==> config.mk <==
export PLATFORM = sky130hd
export DESIGN_NAME = mesh_sensor_status_parser_top
export DESIGN_NICKNAME = d
export VERILOG_FILES = /design/src/rtl/core/msp_pkg.sv /design/src/rtl/core/mesh_sensor_status_parser_top.sv /design/src/rtl/core/msp_front.sv /design/src/rtl/core/msp_fifo.sv /design/src/rtl/core/msp_back.sv
export SDC_FILE = /design/constraint.sdc
export NUM_CORES = 1
export LEC_CHECK = 0
export ABC_CLOCK_PERIOD_IN_PS = 18550
export BUFFER_PORTS_ARGS = -buffer_cell sky130_fd_sc_hd__buf_4
export CORE_MARGIN = 2
export CORE_UTILIZATION = 41
export CTS_CLUSTER_DIAMETER = 50
export DETAILED_ROUTE_END_ITERATION = 8
export GPL_ROUTABILITY_DRIVEN = 0
export GPL_TIMING_DRIVEN = 0
export PLACE_DENSITY = 0.63
export SLEW_MARGIN = 10
export SYNTH_ARGS = -nofsm -noshare
export SYNTH_HDL_FRONTEND = slang
export SYNTH_SLANG_ARGS = --single-unit
export TNS_END_PERCENT = 20
==> constraint.sdc <==
create_clock -name clock -period 18.55 [get_ports clock]
set_input_delay 2.7825 -clock clock [delete_from_list [all_inputs] [get_ports clock]]
set_output_delay 2.7825 -clock clock [all_outputs]
set_load 0.005 [all_outputs]
==> src/rtl/core/msp_pkg.sv <==
// Shared types and constants for the mesh sensor status parser.
// Used by the front parser, the operation queue and the record builder.
`timescale 1ns / 1ps

package msp_pkg;

   localparam int NUM_SLOTS = 9;
   localparam int SLOT_W    = 4;
   localparam int VALUE_W   = 32;
   localparam int ADDR_W    = 16;
   localparam int BYTE_W    = 8;
   localparam int ID_W      = 11;
   localparam int LEN_W     = 5;

   // Property ids of the known properties.
   localparam logic [ID_W-1:0] ID_SEQUENCE = 11'h7FF;
   localparam logic [ID_W-1:0] ID_TEMP     = 11'h04F;
   localparam logic [ID_W-1:0] ID_HUMIDITY = 11'h076;
   localparam logic [ID_W-1:0] ID_ECO2     = 11'h008;
   localparam logic [ID_W-1:0] ID_HEART    = 11'h100;
   localparam logic [ID_W-1:0] ID_SPO2     = 11'h101;
   localparam logic [ID_W-1:0] ID_TVOC     = 11'h102;
   localparam logic [ID_W-1:0] ID_RED      = 11'h103;
   localparam logic [ID_W-1:0] ID_IR       = 11'h104;

   // Record slots, which are also the bit positions of the present mask.
   localparam logic [SLOT_W-1:0] SLOT_SEQUENCE = 4'd0;
   localparam logic [SLOT_W-1:0] SLOT_TEMP     = 4'd1;
   localparam logic [SLOT_W-1:0] SLOT_HUMIDITY = 4'd2;
   localparam logic [SLOT_W-1:0] SLOT_ECO2     = 4'd3;
   localparam logic [SLOT_W-1:0] SLOT_TVOC     = 4'd4;
   localparam logic [SLOT_W-1:0] SLOT_HEART    = 4'd5;
   localparam logic [SLOT_W-1:0] SLOT_SPO2     = 4'd6;
   localparam logic [SLOT_W-1:0] SLOT_RED      = 4'd7;
   localparam logic [SLOT_W-1:0] SLOT_IR       = 4'd8;

   // Value lengths that carry a real value.
   localparam logic [LEN_W-1:0] LEN_ONE  = 5'd1;
   localparam logic [LEN_W-1:0] LEN_TWO  = 5'd2;
   localparam logic [LEN_W-1:0] LEN_FOUR = 5'd4;

   typedef enum logic [2:0] {
      PH_HDR_LO = 3'b001,
      PH_HDR_HI = 3'b010,
      PH_VALUE  = 3'b100
   } phase_type;

   typedef struct packed {
      logic              known;
      logic [SLOT_W-1:0] idx;
   } slot_sel_type;

   // One operation handed from the front parser to the record builder.
   typedef struct packed {
      logic               last;
      logic               commit;
      logic               scale;
      logic [SLOT_W-1:0]  slot;
      logic [VALUE_W-1:0] value;
      logic [ADDR_W-1:0]  sender;
   } op_type;

   function automatic slot_sel_type id_to_slot(input logic [ID_W-1:0] id);
      slot_sel_type sel;
      sel.known = 1'b1;
      sel.idx   = SLOT_SEQUENCE;
      unique case (id)
         ID_SEQUENCE: sel.idx = SLOT_SEQUENCE;
         ID_TEMP:     sel.idx = SLOT_TEMP;
         ID_HUMIDITY: sel.idx = SLOT_HUMIDITY;
         ID_ECO2:     sel.idx = SLOT_ECO2;
         ID_TVOC:     sel.idx = SLOT_TVOC;
         ID_HEART:    sel.idx = SLOT_HEART;
         ID_SPO2:     sel.idx = SLOT_SPO2;
         ID_RED:      sel.idx = SLOT_RED;
         ID_IR:       sel.idx = SLOT_IR;
         default:     sel.known = 1'b0;
      endcase
      return sel;
   endfunction

   // Trims the gathered bytes to the property length; lengths not 1, 2 or 4 give zero.
   function automatic logic [VALUE_W-1:0] sized_value(
      input logic [VALUE_W-1:0] acc,
      input logic [LEN_W-1:0]   len,
      input logic               sign
   );
      logic [VALUE_W-1:0] v;
      if (len == LEN_ONE) begin
         v = {{(VALUE_W-8){sign & acc[7]}}, acc[7:0]};
      end else if (len == LEN_TWO) begin
         v = {{(VALUE_W-16){sign & acc[15]}}, acc[15:0]};
      end else if (len == LEN_FOUR) begin
         v = acc;
      end else begin
         v = '0;
      end
      return v;
   endfunction

endpackage

==> src/rtl/core/mesh_sensor_status_parser_top.sv <==
// Top level of the mesh sensor status parser: front parser, operation
// queue and record builder. Depends on msp_pkg, msp_front, msp_fifo, msp_back.
`timescale 1ns / 1ps

// The parser takes a sensor status message one byte per word on the req_
// channel, with req_last_byte marking the final byte and req_source_addr
// giving the sender. It accepts one byte every clock cycle for as long as its
// internal operation queue has room; the record builder handles one queued
// operation per cycle, save that an end-of-message operation waits while the
// previous record is not yet taken. At the last byte of a message that carried
// at least one known property, its end-of-message operation is queued and,
// once popped after the operations ahead of it, loads a single record into the
// rsp_ output register; a message with no known property yields no record.
// Values of properties not present read as zero. The queue (QUEUE_DEPTH
// words) lets bytes keep flowing while a finished record waits to be taken;
// only when the queue fills behind a stalled record does req_ready drop.
// There are no configuration registers.

module mesh_sensor_status_parser_top #(
   parameter int QUEUE_DEPTH = 4
) (
   input  logic                clock,
   input  logic                reset,
   input  logic                req_valid,
   output logic                req_ready,
   input  logic [7:0]          req_msg_byte,
   input  logic                req_last_byte,
   input  logic [15:0]         req_source_addr,
   output logic                rsp_valid,
   input  logic                rsp_ready,
   output logic [15:0]         rsp_sender,
   output logic [8:0]          rsp_present_mask,
   output logic [31:0]         rsp_sequence_res,
   output logic signed [31:0]  rsp_temperature,
   output logic signed [31:0]  rsp_humidity,
   output logic [31:0]         rsp_eco2,
   output logic [31:0]         rsp_tvoc,
   output logic [31:0]         rsp_heart_rate,
   output logic signed [31:0]  rsp_spo2,
   output logic [31:0]         rsp_raw_red,
   output logic [31:0]         rsp_raw_ir
);
   import msp_pkg::*;

   op_type             push_op, pop_op;
   logic               push_valid, push_ready;
   logic               pop_valid, pop_ready;
   logic [VALUE_W-1:0] value [NUM_SLOTS];

   // Front: header and value parsing, one byte per cycle while the queue has room.
   msp_front u_front (
      .clock           (clock),
      .reset           (reset),
      .req_valid       (req_valid),
      .req_ready       (req_ready),
      .req_msg_byte    (req_msg_byte),
      .req_last_byte   (req_last_byte),
      .req_source_addr (req_source_addr),
      .push_valid      (push_valid),
      .push_ready      (push_ready),
      .push_op         (push_op)
   );

   // Queue decouples the parser from a stalled result consumer.
   msp_fifo #(
      .DEPTH (QUEUE_DEPTH)
   ) u_fifo (
      .clock      (clock),
      .reset      (reset),
      .push_valid (push_valid),
      .push_ready (push_ready),
      .push_op    (push_op),
      .pop_valid  (pop_valid),
      .pop_ready  (pop_ready),
      .pop_op     (pop_op)
   );

   // Back: record accumulation, scaling and the output register.
   msp_back u_back (
      .clock            (clock),
      .reset            (reset),
      .pop_valid        (pop_valid),
      .pop_ready        (pop_ready),
      .pop_op           (pop_op),
      .rsp_valid        (rsp_valid),
      .rsp_ready        (rsp_ready),
      .rsp_sender       (rsp_sender),
      .rsp_present_mask (rsp_present_mask),
      .rsp_value        (value)
   );

   // Record slots map onto the named result ports.
   assign rsp_sequence_res = value[SLOT_SEQUENCE];
   assign rsp_temperature  = signed'(value[SLOT_TEMP]);
   assign rsp_humidity     = signed'(value[SLOT_HUMIDITY]);
   assign rsp_eco2         = value[SLOT_ECO2];
   assign rsp_tvoc         = value[SLOT_TVOC];
   assign rsp_heart_rate   = value[SLOT_HEART];
   assign rsp_spo2         = signed'(value[SLOT_SPO2]);
   assign rsp_raw_red      = value[SLOT_RED];
   assign rsp_raw_ir       = value[SLOT_IR];

endmodule

==> src/rtl/core/msp_front.sv <==
// Front parser: takes message bytes, walks property headers and values,
// and emits commit and end-of-message operations. Depends on msp_pkg.
`timescale 1ns / 1ps

module msp_front (
   input  logic                          clock,
   input  logic                          reset,
   input  logic                          req_valid,
   output logic                          req_ready,
   input  logic [msp_pkg::BYTE_W-1:0]    req_msg_byte,
   input  logic                          req_last_byte,
   input  logic [msp_pkg::ADDR_W-1:0]    req_source_addr,
   output logic                          push_valid,
   input  logic                          push_ready,
   output msp_pkg::op_type               push_op
);
   import msp_pkg::*;

   phase_type                phase_ff, phase_in;
   logic                     stopped_ff, stopped_in;
   logic [BYTE_W-1:0]        header_low_ff, header_low_in;
   slot_sel_type             slot_ff, slot_in;
   logic [LEN_W-1:0]         length_ff, length_in;
   logic [LEN_W-1:0]         count_ff, count_in;
   logic [VALUE_W-1:0]       acc_ff, acc_in;
   logic                     accept;
   logic                     commit;
   logic [2*BYTE_W-1:0]      hdr;
   logic [VALUE_W-1:0]       lane;
   logic [VALUE_W-1:0]       gathered;

   assign req_ready = push_ready;
   assign accept    = req_valid && req_ready;
   assign hdr       = {req_msg_byte, header_low_ff};

   always_comb begin
      unique case (count_ff[1:0])
         2'd0:    lane = {24'd0, req_msg_byte};
         2'd1:    lane = {16'd0, req_msg_byte, 8'd0};
         2'd2:    lane = {8'd0, req_msg_byte, 16'd0};
         default: lane = {req_msg_byte, 24'd0};
      endcase
   end

   // Value bytes including the current one; only the first four are kept.
   assign gathered = (count_ff < LEN_W'(4)) ? (acc_ff | lane) : acc_ff;

   always_comb begin
      phase_in      = phase_ff;
      stopped_in    = stopped_ff;
      header_low_in = header_low_ff;
      slot_in       = slot_ff;
      length_in     = length_ff;
      count_in      = count_ff;
      acc_in        = acc_ff;
      commit        = 1'b0;
      if (accept && !stopped_ff) begin
         unique case (phase_ff)
            PH_HDR_HI: begin
               if (hdr[0]) begin
                  // Format B header: ignore the rest of the message.
                  stopped_in = 1'b1;
                  phase_in   = PH_HDR_LO;
               end else begin
                  length_in = {1'b0, hdr[4:1]} + LEN_W'(1);
                  slot_in   = id_to_slot(hdr[15:5]);
                  count_in  = '0;
                  acc_in    = '0;
                  phase_in  = PH_VALUE;
               end
            end
            PH_VALUE: begin
               acc_in   = gathered;
               count_in = count_ff + LEN_W'(1);
               if (count_in >= length_ff) begin
                  commit   = 1'b1;
                  phase_in = PH_HDR_LO;
               end
            end
            default: begin
               header_low_in = req_msg_byte;
               phase_in      = PH_HDR_HI;
            end
         endcase
      end
      if (accept && req_last_byte) begin
         phase_in      = PH_HDR_LO;
         stopped_in    = 1'b0;
         header_low_in = '0;
         slot_in       = '0;
         length_in     = '0;
         count_in      = '0;
         acc_in        = '0;
      end
   end

   always_comb begin
      push_op.last   = req_last_byte;
      push_op.commit = commit && slot_ff.known;
      push_op.scale  = (slot_ff.idx == SLOT_TEMP) || (slot_ff.idx == SLOT_HUMIDITY)
                       || (slot_ff.idx == SLOT_SPO2);
      push_op.slot   = slot_ff.idx;
      push_op.value  = sized_value(gathered, length_ff, slot_ff.idx == SLOT_TEMP);
      push_op.sender = req_source_addr;
   end

   assign push_valid = accept && (push_op.commit || req_last_byte);

   always_ff @(posedge clock) begin
      if (reset) begin
         phase_ff      <= PH_HDR_LO;
         stopped_ff    <= 1'b0;
         header_low_ff <= '0;
         slot_ff       <= '0;
         length_ff     <= '0;
         count_ff      <= '0;
         acc_ff        <= '0;
      end else begin
         phase_ff      <= phase_in;
         stopped_ff    <= stopped_in;
         header_low_ff <= header_low_in;
         slot_ff       <= slot_in;
         length_ff     <= length_in;
         count_ff      <= count_in;
         acc_ff        <= acc_in;
      end
   end

   a_last_clears: assert property (@(posedge clock) disable iff (reset)
      accept && req_last_byte |=> phase_ff == PH_HDR_LO && !stopped_ff && count_ff == '0)
      else $error("message state not cleared after last byte");

   a_stopped_phase: assert property (@(posedge clock) disable iff (reset)
      stopped_ff |-> phase_ff == PH_HDR_LO)
      else $error("stopped parser left header phase");

endmodule

==> src/rtl/core/msp_fifo.sv <==
// Short operation queue between the front parser and the record builder.
// Depends on msp_pkg for the operation type.
`timescale 1ns / 1ps

module msp_fifo #(
   parameter int DEPTH = 4
) (
   input  logic            clock,
   input  logic            reset,
   input  logic            push_valid,
   output logic            push_ready,
   input  msp_pkg::op_type push_op,
   output logic            pop_valid,
   input  logic            pop_ready,
   output msp_pkg::op_type pop_op
);
   import msp_pkg::*;

   localparam int AW = (DEPTH > 1) ? $clog2(DEPTH) : 1;
   localparam int CW = $clog2(DEPTH + 1);

   op_type          entry_ff [DEPTH];
   logic [AW-1:0]   wr_ptr_ff, rd_ptr_ff;
   logic [CW-1:0]   count_ff, count_in;
   logic            push, pop;

   assign push_ready = count_ff != CW'(DEPTH);
   assign pop_valid  = count_ff != '0;
   assign push       = push_valid && push_ready;
   assign pop        = pop_valid && pop_ready;
   assign pop_op     = entry_ff[rd_ptr_ff];

   always_comb begin
      unique case ({push, pop})
         2'b10:   count_in = count_ff + CW'(1);
         2'b01:   count_in = count_ff - CW'(1);
         default: count_in = count_ff;
      endcase
   end

   always_ff @(posedge clock) begin
      if (push) begin
         entry_ff[wr_ptr_ff] <= push_op;
      end
   end

   always_ff @(posedge clock) begin
      if (reset) begin
         wr_ptr_ff <= '0;
         rd_ptr_ff <= '0;
         count_ff  <= '0;
      end else begin
         count_ff <= count_in;
         if (push) begin
            wr_ptr_ff <= (wr_ptr_ff == AW'(DEPTH - 1)) ? '0 : wr_ptr_ff + AW'(1);
         end
         if (pop) begin
            rd_ptr_ff <= (rd_ptr_ff == AW'(DEPTH - 1)) ? '0 : rd_ptr_ff + AW'(1);
         end
      end
   end

   a_count_bound: assert property (@(posedge clock) disable iff (reset)
      count_ff <= CW'(DEPTH))
      else $error("queue count beyond depth");

   a_count_step: assert property (@(posedge clock) disable iff (reset)
      push && !pop |=> count_ff == $past(count_ff) + CW'(1))
      else $error("queue count missed a push");

endmodule

==> src/rtl/core/msp_back.sv <==
// Record builder: applies committed values, scales flagged ones and loads the
// output register at message ends with a value present. Depends on msp_pkg.
`timescale 1ns / 1ps

module msp_back (
   input  logic                           clock,
   input  logic                           reset,
   input  logic                           pop_valid,
   output logic                           pop_ready,
   input  msp_pkg::op_type                pop_op,
   output logic                           rsp_valid,
   input  logic                           rsp_ready,
   output logic [msp_pkg::ADDR_W-1:0]     rsp_sender,
   output logic [msp_pkg::NUM_SLOTS-1:0]  rsp_present_mask,
   output logic [msp_pkg::VALUE_W-1:0]    rsp_value [msp_pkg::NUM_SLOTS]
);
   import msp_pkg::*;

   logic [NUM_SLOTS-1:0] present_ff, present_in, merged_present;
   logic [VALUE_W-1:0]   val_ff [NUM_SLOTS];
   logic [VALUE_W-1:0]   merged_val [NUM_SLOTS];
   logic [VALUE_W-1:0]   scaled;
   logic                 rsp_valid_ff, rsp_valid_in;
   logic [ADDR_W-1:0]    rsp_sender_ff;
   logic [NUM_SLOTS-1:0] rsp_mask_ff;
   logic [VALUE_W-1:0]   rsp_value_ff [NUM_SLOTS];
   logic                 out_free, pop, emit;

   assign out_free  = !rsp_valid_ff || rsp_ready;
   assign pop_ready = !pop_op.last || out_free;
   assign pop       = pop_valid && pop_ready;

   // Times ten, wrapping modulo 2^32.
   assign scaled = pop_op.scale ? (pop_op.value << 3) + (pop_op.value << 1) : pop_op.value;

   always_comb begin
      for (int j = 0; j < NUM_SLOTS; j++) begin
         if (pop_op.commit && pop_op.slot == SLOT_W'(j)) begin
            merged_val[j]     = scaled;
            merged_present[j] = 1'b1;
         end else begin
            merged_val[j]     = val_ff[j];
            merged_present[j] = present_ff[j];
         end
      end
   end

   assign emit       = pop && pop_op.last && (merged_present != '0);
   assign present_in = !pop ? present_ff : (pop_op.last ? '0 : merged_present);

   always_comb begin
      if (emit) begin
         rsp_valid_in = 1'b1;
      end else if (rsp_ready) begin
         rsp_valid_in = 1'b0;
      end else begin
         rsp_valid_in = rsp_valid_ff;
      end
   end

   always_ff @(posedge clock) begin
      if (pop) begin
         for (int j = 0; j < NUM_SLOTS; j++) begin
            val_ff[j] <= merged_val[j];
         end
      end
      if (emit) begin
         rsp_sender_ff <= pop_op.sender;
         rsp_mask_ff   <= merged_present;
         for (int j = 0; j < NUM_SLOTS; j++) begin
            rsp_value_ff[j] <= merged_present[j] ? merged_val[j] : '0;
         end
      end
   end

   always_ff @(posedge clock) begin
      if (reset) begin
         present_ff   <= '0;
         rsp_valid_ff <= 1'b0;
      end else begin
         present_ff   <= present_in;
         rsp_valid_ff <= rsp_valid_in;
      end
   end

   assign rsp_valid        = rsp_valid_ff;
   assign rsp_sender       = rsp_sender_ff;
   assign rsp_present_mask = rsp_mask_ff;
   assign rsp_value        = rsp_value_ff;

   a_record_nonempty: assert property (@(posedge clock) disable iff (reset)
      emit |=> rsp_valid_ff && rsp_mask_ff != '0)
      else $error("record emitted with empty mask");

   a_message_end_clears: assert property (@(posedge clock) disable iff (reset)
      pop && pop_op.last |=> present_ff == '0)
      else $error("present bits survived end of message");

endmodule

==> results of run 1 <==
[cells in the mapped netlist, types with 8 or more instances]
master,instances
sky130_fd_sc_hd__a21o_1,92
sky130_fd_sc_hd__a21oi_1,157
sky130_fd_sc_hd__a21oi_2,11
sky130_fd_sc_hd__a31o_2,79
sky130_fd_sc_hd__a31oi_1,14
sky130_fd_sc_hd__and2_1,91
sky130_fd_sc_hd__buf_1,21
sky130_fd_sc_hd__buf_2,46
sky130_fd_sc_hd__clkbuf_1,115
sky130_fd_sc_hd__dfxtp_1,78
sky130_fd_sc_hd__edfxtp_1,821
sky130_fd_sc_hd__ha_1,44
sky130_fd_sc_hd__inv_1,40
sky130_fd_sc_hd__mux2i_1,21
sky130_fd_sc_hd__mux4_2,54
sky130_fd_sc_hd__nand2_1,247
sky130_fd_sc_hd__nand3_1,152
sky130_fd_sc_hd__nand4_1,11
sky130_fd_sc_hd__nor2_1,230
sky130_fd_sc_hd__nor3_1,16
sky130_fd_sc_hd__o211ai_1,8
sky130_fd_sc_hd__o21ai_0,339
sky130_fd_sc_hd__o21ai_1,14
sky130_fd_sc_hd__o21ai_2,11
sky130_fd_sc_hd__or3_1,10
sky130_fd_sc_hd__xnor2_1,12
sky130_fd_sc_hd__xor2_1,14
[critical path, stage by stage, from the launching register on]
cell and delay, ns:
sky130_fd_sc_hd__dfxtp_1 0.34, sky130_fd_sc_hd__buf_2 0.28, sky130_fd_sc_hd__buf_2 0.35, sky130_fd_sc_hd__buf_2 0.33, sky130_fd_sc_hd__clkbuf_1 0.63, sky130_fd_sc_hd__mux4_2 0.52
sky130_fd_sc_hd__ha_1 0.43, sky130_fd_sc_hd__o21a_1 0.15, sky130_fd_sc_hd__o211ai_1 0.13, sky130_fd_sc_hd__or3_1 0.34, sky130_fd_sc_hd__o21ai_1 0.39, sky130_fd_sc_hd__a21oi_1 0.15
sky130_fd_sc_hd__a211oi_2 0.97, sky130_fd_sc_hd__clkbuf_1 0.63, sky130_fd_sc_hd__o21ai_0 0.32
[final timing paths]
kind / slack, ns / to / startpoint / cells past startpoint
setup / recovery: 12.28 / u_back.rsp_value[92] / flop / 14
hold / removal: 0.47 / u_front.acc_ff[10] / u_front.acc_ff[10] / 2
setup reg to reg: 12.28 / u_back.rsp_value[92] / flop / 14
hold reg to reg: 0.47 / u_front.acc_ff[10] / u_front.acc_ff[10] / 2
[registers in the layout, summed over array words and instances, names as in the netlist, 8 cells and up, named ones only]
| register | count |
|---|---|
| u_front.acc_ff | 32 |
| u_fifo.entry_ff | 220 |
| u_front.header_low_ff | 8 |
| u_back.present_ff | 9 |
| u_back.val_ff | 288 |
| u_back.rsp_sender | 16 |
| u_back.rsp_value | 288 |
| u_back.rsp_present_mask | 9 |
[per-layer routing]
layer / vias to the layer above / part of all wire (%)
li1: 11800 / -
met2: 1080 / 46
met4: 0 / 4.2
met1: 12500 / 41
met5: - / 0
met3: 177 / 8.1
[area by class of cell]
cell class,instances,area (sq um),area share [%]
clock inverter,77,687,1.49
tap,1186,1480,3.22
sequential,899,26200,56.8
multi-input combinational,1732,10900,23.5
clock buffer,120,2730,5.91
buffer,193,846,1.83
timing repair buffer,368,3180,6.88
inverter,40,150,0.325
[power groups by stage]
stage	registers (uW)	logic [uW]	clock network [uW]
after floorplan	3610	1570	0
after global placement	3760	2710	0
after detailed placement	3370	2990	0
after CTS	3330	2990	2050
after global routing	3390	3240	2120
final	3340	3020	2010
[metrics by stage]
stage / utilization, % / hold WS [ns]
after global placement: 45.8 / 0.448
after global routing: 50.3 / 0.489
after floorplan: - / 0.438
after detailed placement: 46.6 / 0.454
final: 50.3 / 0.465
after CTS: 50.3 / 0.470
[cells by family (layout without fill, tap and decap cells)]
family          after synthesis  in the layout  synth area share (%)
compound gates              783            783                  12.8
fa+ha+maj                    46             46                  1.56
mux                          78             78                  3.86
simple gates                799            799                  9.55
flops                       899            899                  69.1
buf+inv                     233            798                  2.61
xor+xnor                     26             26                 0.600
==> run_summary.xml, run 1 <==
<?xml version="1.0" encoding="UTF-8"?>
<metrics>
  <group name="run_status">
    <metric name="status" unit="">complete, no violations</metric>
  </group>
  <group name="synthesis">
    <metric name="syn-num-nets" unit="">2939</metric>
    <metric name="synth_top_cell_area_share" unit="%">64.9</metric>
    <metric name="post_synth_inst_count" unit="">2864</metric>
    <metric name="syn_area_per_cell" unit="sq um">13.3</metric>
    <metric name="synth_seq_cells" unit="">899</metric>
    <metric name="post_synth_main_area_contributors" unit="">sky130_fd_sc_hd__edfxtp_1, sky130_fd_sc_hd__o21ai_0, sky130_fd_sc_hd__dfxtp_1, sky130_fd_sc_hd__mux4_2, sky130_fd_sc_hd__nand2_1</metric>
    <metric name="top_cell_type_by_total_area_after_synthesis" unit="">sky130_fd_sc_hd__edfxtp_1</metric>
    <metric name="mappedNetlistArea" unit="sq um">38000</metric>
    <metric name="synth_edf_count" unit="">821</metric>
    <metric name="ys.flop_type" unit="">sky130_fd_sc_hd__edfxtp_1</metric>
    <metric name="postSynth.asyncResetShare" unit="%">0</metric>
    <metric name="ys_warn_count" unit="">0</metric>
    <metric name="netlist-cell-type-count" unit="">73</metric>
    <metric name="seq_area_frac_synth" unit="%">69.1</metric>
  </group>
  <group name="critical_path">
    <metric name="worst_ep_arrival_time" unit="ns">6.65</metric>
    <metric name="endpoint_kind" unit="">flop</metric>
    <metric name="critical_path.max_fanout" unit="">10</metric>
    <metric name="timing.critical_path.required" unit="ns">18.92</metric>
    <metric name="critical_path_source_type" unit="">flop</metric>
    <metric name="critPathKind" unit="">flop to flop</metric>
  </group>
  <group name="cts">
    <metric name="cts-htree-levels" unit="">3</metric>
    <metric name="post_cts.resized_instances" unit="">0</metric>
    <metric name="clkLatencyLatePin" unit="ns">0.69</metric>
    <metric name="cts.hold.buffers_added" unit="">0</metric>
    <metric name="cts-root-buf" unit="">sky130_fd_sc_hd__clkbuf_16</metric>
    <metric name="cts_buffers" unit="">105</metric>
    <metric name="cts.reportedPaths.clkPinSlew" unit="ns">0.06</metric>
    <metric name="post-cts-setup-buffer-count" unit="">0</metric>
    <metric name="tritoncts" unit="">built</metric>
    <metric name="clock_tree.buffer_depth" unit="">3</metric>
    <metric name="cts_num_sinks" unit="">899</metric>
  </group>
  <group name="floorplan">
    <metric name="floorplan.core_area" unit="sq um">91700</metric>
    <metric name="fp-row-count" unit="">111</metric>
    <metric name="floorplan.die_area" unit="sq um">95000</metric>
    <metric name="effective_utilization_at_floorplan" unit="%">41.4</metric>
    <metric name="dieHeight" unit="microns">308</metric>
    <metric name="ioPinCount" unit="">344</metric>
    <metric name="chipWidth" unit="microns">308</metric>
  </group>
  <group name="detailed_routing">
    <metric name="detailedRoute.firstIterationViolations" unit="">2604</metric>
    <metric name="ant_nets" unit="">0</metric>
    <metric name="firstDrtPassIters" unit="">8</metric>
    <metric name="routed_wirelength" unit="microns">103000</metric>
    <metric name="routedWlPerCell" unit="microns">22.3</metric>
    <metric name="detail_route.drc_violations" unit="">0</metric>
    <metric name="vias" unit="">25500</metric>
    <metric name="routed_via_density" unit="">5.52</metric>
  </group>
  <group name="run">
    <metric name="cap_violations" unit="">0</metric>
  </group>
  <group name="global_routing">
    <metric name="grt_pass1_wl" unit="microns">152000</metric>
    <metric name="grt_overflow_total" unit="">0</metric>
    <metric name="met2_usage" unit="%">33.3</metric>
    <metric name="grt.total_usage" unit="%">21.3</metric>
    <metric name="vias_in_the_first_global_route" unit="">24300</metric>
    <metric name="grt_antenna_before_repair" unit="">1</metric>
    <metric name="grt_use_met3" unit="%">4.16</metric>
    <metric name="grt_util_met1" unit="%">28.9</metric>
    <metric name="grt_start_max_net_pins" unit="">61</metric>
    <metric name="top_usage_layer_grt" unit="">met2</metric>
  </group>
  <group name="sta">
    <metric name="setup_tns" unit="ns">0</metric>
    <metric name="min_period_over_period" unit="%">33.8</metric>
    <metric name="tightestPinTransition" unit="ns">1.25</metric>
    <metric name="timing.clock.skew" unit="ns">0.0442</metric>
    <metric name="layout_min_cycle_time" unit="ns">6.27</metric>
    <metric name="setup-violations-final" unit="">0</metric>
    <metric name="slew_violations" unit="">0</metric>
    <metric name="grt_setup_unrepaired" unit="">no</metric>
    <metric name="postLayoutSetupSlackWorst" unit="ns">12.28</metric>
    <metric name="timing.slew.headroom" unit="%">16.5</metric>
    <metric name="timing_hold_violations_final" unit="">0</metric>
    <metric name="maxClockFrequency" unit="GHz">0.159</metric>
  </group>
  <group name="placement">
    <metric name="place_worst_setup_slack" unit="ns">12.23</metric>
    <metric name="place_area" unit="sq um">42700</metric>
    <metric name="port_buffers" unit="">343</metric>
    <metric name="place_hpwl" unit="microns">70800</metric>
    <metric name="placed_cells" unit="">4418</metric>
  </group>
  <group name="pwr">
    <metric name="power_frac_comb" unit="%">36.1</metric>
    <metric name="sequentialPowerShare" unit="%">39.9</metric>
    <metric name="worst_ir_drop_vdd" unit="mV">0.113</metric>
    <metric name="p_total" unit="uW">8360</metric>
    <metric name="internal-power" unit="uW">5210</metric>
    <metric name="clock_power_share" unit="%">24.0</metric>
    <metric name="cellPowerDensity" unit="nW/um^2">181</metric>
    <metric name="sw_frac_of_total" unit="%">37.7</metric>
    <metric name="switchingPower" unit="uW">3160</metric>
    <metric name="cellLeakagePower" unit="uW">0.0170</metric>
  </group>
  <group name="layout">
    <metric name="drive_above_1_share" unit="%">22.8</metric>
    <metric name="synth_to_layout_area_growth" unit="%">21.6</metric>
    <metric name="post_layout_nonfiller_instances" unit="">4615</metric>
    <metric name="final_cell_mix" unit="">sky130_fd_sc_hd__edfxtp_1, sky130_fd_sc_hd__buf_4, sky130_fd_sc_hd__o21ai_0</metric>
    <metric name="fill_cells" unit="">7882</metric>
    <metric name="nNetsFinal" unit="">3414</metric>
    <metric name="antenna_cells" unit="">0</metric>
    <metric name="layout_commonest_cell" unit="">sky130_fd_sc_hd__edfxtp_1</metric>
    <metric name="final_area" unit="sq um">46100</metric>
  </group>
  <group name="min_path">
    <metric name="hp-class" unit="">flop to flop</metric>
  </group>
</metrics>
Note: power is estimated with default switching activity, not from simulation.
==> run 2: changes to the inputs <==
--- a/config.mk
+++ b/config.mk
@@ -5,7 +5,7 @@
 export SDC_FILE = /design/constraint.sdc
 export NUM_CORES = 1
 export LEC_CHECK = 0
-export ABC_CLOCK_PERIOD_IN_PS = 18550
+export ABC_CLOCK_PERIOD_IN_PS = 5200
 export BUFFER_PORTS_ARGS = -buffer_cell sky130_fd_sc_hd__buf_4
 export CORE_MARGIN = 2
 export CORE_UTILIZATION = 41
@@ -13,7 +13,7 @@
 export DETAILED_ROUTE_END_ITERATION = 8
 export GPL_ROUTABILITY_DRIVEN = 0
 export GPL_TIMING_DRIVEN = 0
-export PLACE_DENSITY = 0.63
+export PLACE_DENSITY = 0.65
 export SLEW_MARGIN = 10
 export SYNTH_ARGS = -nofsm -noshare
 export SYNTH_HDL_FRONTEND = slang
==> constraint.sdc (replaced) <==
create_clock -name clock -period 5.2 [get_ports clock]
set_input_delay 0.78 -clock clock [delete_from_list [all_inputs] [get_ports clock]]
set_output_delay 0.78 -clock clock [all_outputs]
set_load 0.005 [all_outputs]
==> run_summary.xml, run 2 (synthesis results as in run 1) <==
<?xml version="1.0" encoding="UTF-8"?>
<metrics>
  <group name="cts">
    <metric name="cts-htree-levels" unit="">3</metric>
    <metric name="cts_buffers" unit="">104</metric>
    <metric name="clkLatencyLatePin" unit="ns">0.69</metric>
    <metric name="clock_tree.buffer_depth" unit="">3</metric>
    <metric name="cts-root-buf" unit="">sky130_fd_sc_hd__clkbuf_16</metric>
    <metric name="cts_num_sinks" unit="">899</metric>
    <metric name="tritoncts" unit="">built</metric>
    <metric name="cts.reportedPaths.clkPinSlew" unit="ns">0.06</metric>
  </group>
  <group name="sta">
    <metric name="timing_hold_violations_final" unit="">0</metric>
    <metric name="timing.slew.headroom" unit="%">20.5</metric>
    <metric name="min_period_over_period" unit="%">95.8</metric>
    <metric name="layout_min_cycle_time" unit="ns">4.98</metric>
    <metric name="tightestPinTransition" unit="ns">1.19</metric>
    <metric name="grt_setup_unrepaired" unit="">no</metric>
    <metric name="setup_tns" unit="ns">0</metric>
    <metric name="slew_violations" unit="">0</metric>
    <metric name="maxClockFrequency" unit="GHz">0.201</metric>
    <metric name="timing.clock.skew" unit="ns">0.0353</metric>
    <metric name="setup-violations-final" unit="">0</metric>
  </group>
  <group name="detailed_routing">
    <metric name="routedWlPerCell" unit="microns">22.4</metric>
    <metric name="firstDrtPassIters" unit="">5</metric>
    <metric name="detailedRoute.firstIterationViolations" unit="">2634</metric>
    <metric name="detail_route.drc_violations" unit="">0</metric>
    <metric name="ant_nets" unit="">0</metric>
    <metric name="vias" unit="">25500</metric>
    <metric name="routed_wirelength" unit="microns">103000</metric>
    <metric name="routed_via_density" unit="">5.53</metric>
  </group>
  <group name="floorplan">
    <metric name="ioPinCount" unit="">344</metric>
    <metric name="floorplan.core_area" unit="sq um">91700</metric>
    <metric name="dieHeight" unit="microns">308</metric>
    <metric name="chipWidth" unit="microns">308</metric>
    <metric name="fp-row-count" unit="">111</metric>
    <metric name="effective_utilization_at_floorplan" unit="%">41.4</metric>
    <metric name="floorplan.die_area" unit="sq um">95000</metric>
  </group>
  <group name="global_routing">
    <metric name="vias_in_the_first_global_route" unit="">24700</metric>
    <metric name="grt.total_usage" unit="%">21.4</metric>
    <metric name="grt_overflow_total" unit="">0</metric>
    <metric name="grt_antenna_before_repair" unit="">2</metric>
    <metric name="grt_pass1_wl" unit="microns">154000</metric>
    <metric name="grt_start_max_net_pins" unit="">149</metric>
  </group>
  <group name="placement">
    <metric name="place_hpwl" unit="microns">70300</metric>
    <metric name="placed_cells" unit="">4415</metric>
    <metric name="port_buffers" unit="">343</metric>
  </group>
  <group name="pwr">
    <metric name="power_frac_comb" unit="%">36.3</metric>
    <metric name="cellLeakagePower" unit="uW">0.0171</metric>
    <metric name="cellPowerDensity" unit="nW/um^2">651</metric>
    <metric name="sequentialPowerShare" unit="%">39.6</metric>
    <metric name="internal-power" unit="uW">18800</metric>
    <metric name="clock_power_share" unit="%">24.2</metric>
    <metric name="sw_frac_of_total" unit="%">37.5</metric>
    <metric name="worst_ir_drop_vdd" unit="mV">0.617</metric>
    <metric name="switchingPower" unit="uW">11300</metric>
  </group>
  <group name="layout">
    <metric name="drive_above_1_share" unit="%">23.4</metric>
    <metric name="layout_commonest_cell" unit="">sky130_fd_sc_hd__edfxtp_1</metric>
    <metric name="nNetsFinal" unit="">3415</metric>
    <metric name="final_cell_mix" unit="">sky130_fd_sc_hd__edfxtp_1, sky130_fd_sc_hd__buf_4, sky130_fd_sc_hd__o21ai_0</metric>
    <metric name="post_layout_nonfiller_instances" unit="">4615</metric>
    <metric name="antenna_cells" unit="">0</metric>
    <metric name="synth_to_layout_area_growth" unit="%">22.0</metric>
  </group>
  <group name="critical_path">
    <metric name="worst_ep_arrival_time" unit="ns">5.34</metric>
    <metric name="critical_path.max_fanout" unit="">10</metric>
    <metric name="endpoint_kind" unit="">flop</metric>
    <metric name="timing.critical_path.required" unit="ns">5.56</metric>
    <metric name="critical_path_source_type" unit="">flop</metric>
    <metric name="reg2reg_slack" unit="ns">0.22</metric>
    <metric name="critPathKind" unit="">flop to flop</metric>
  </group>
  <group name="min_path">
    <metric name="hp-class" unit="">primary input to flop</metric>
  </group>
  <group name="run_status">
    <metric name="status" unit="">complete, no violations</metric>
  </group>
  <group name="run">
    <metric name="cap_violations" unit="">0</metric>
  </group>
</metrics>
run 2: routing by layer:
metal  vias to the layer above  global-route usage (%)  wire length [microns]
li1                      11800                       -                      -
met4                         2                    7.15                   3210
met1                     12500                    28.9                  43200
met3                       165                    4.24                   7750
met5                         -                       0                     13
met2                      1063                    34.7                  49100
run 2: power by group through the flow:
stage                     Clock (uW)  Sequential (uW)  Combinational (uW)
after global placement             0            12300                9640
after CTS                       7410            11900               10800
after global routing            7720            12100               11800
after detailed placement           0            12100               10500
after floorplan                    0            12100                5630
final                           7280            11900               10900
run 2: worst max-delay path, cell delays in order (launching register included):
cell and delay [ns]:
sky130_fd_sc_hd__dfxtp_2 0.37, sky130_fd_sc_hd__buf_6 0.19, sky130_fd_sc_hd__clkbuf_4 0.30, sky130_fd_sc_hd__clkbuf_4 0.34
sky130_fd_sc_hd__mux4_2 0.63, sky130_fd_sc_hd__ha_1 0.42, sky130_fd_sc_hd__a21o_1 0.16, sky130_fd_sc_hd__nor2b_1 0.07
sky130_fd_sc_hd__a21oi_4 0.21, sky130_fd_sc_hd__a31oi_4 0.20, sky130_fd_sc_hd__o31ai_1 0.68, sky130_fd_sc_hd__o311a_2 0.51
sky130_fd_sc_hd__buf_2 0.33, sky130_fd_sc_hd__o21ai_0 0.23
run 2: what timing repair did:
item	in CTS	in global routing
hold endpoints to repair	0	0
setup endpoints to repair	272	70
setup buffers	5	1
pin swaps	3	1
hold buffers	0	0
resized for setup	25	7
run 2: final cells by class:
class | instances | area, sq um
fill | 7970 | 45400
sequential | 899 | 26200
multi-input combinational | 1732 | 11000
timing repair buffer | 371 | 3120
clock buffer | 131 | 2840
tap | 1186 | 1480
buffer | 192 | 882
clock inverter | 64 | 622
inverter | 40 | 150
run 2: worst paths after layout:
| check | startpoint | to | cells after the start |
|---|---|---|---|
| min | req_source_addr[8] | u_fifo.entry_ff[2][8] | 1 |
| min reg2reg | u_front.acc_ff[7] | u_front.acc_ff[7] | 2 |
| max | flop | u_back.rsp_value[59] | 13 |
| max reg2reg | flop | u_back.rsp_value[59] | 13 |
run 2: stage by stage:
stage / power, uW / area [sq um] / hold slack, ns / setup WS [ns] / util (%)
after global placement: 22000 / 42100 / 0.448 / -4.79 / 45.9
after global routing: 31600 / 46300 / 0.272 / 0.00430 / 50.5
after CTS: 30200 / 46300 / 0.261 / 0.000443 / 50.5
after detailed placement: 22600 / 42700 / 0.455 / -1.01 / 46.6
final: 30200 / 46300 / 0.321 / 0.219 / 50.5
after floorplan: 17700 / 38000 / 0.438 / -1.61 / -
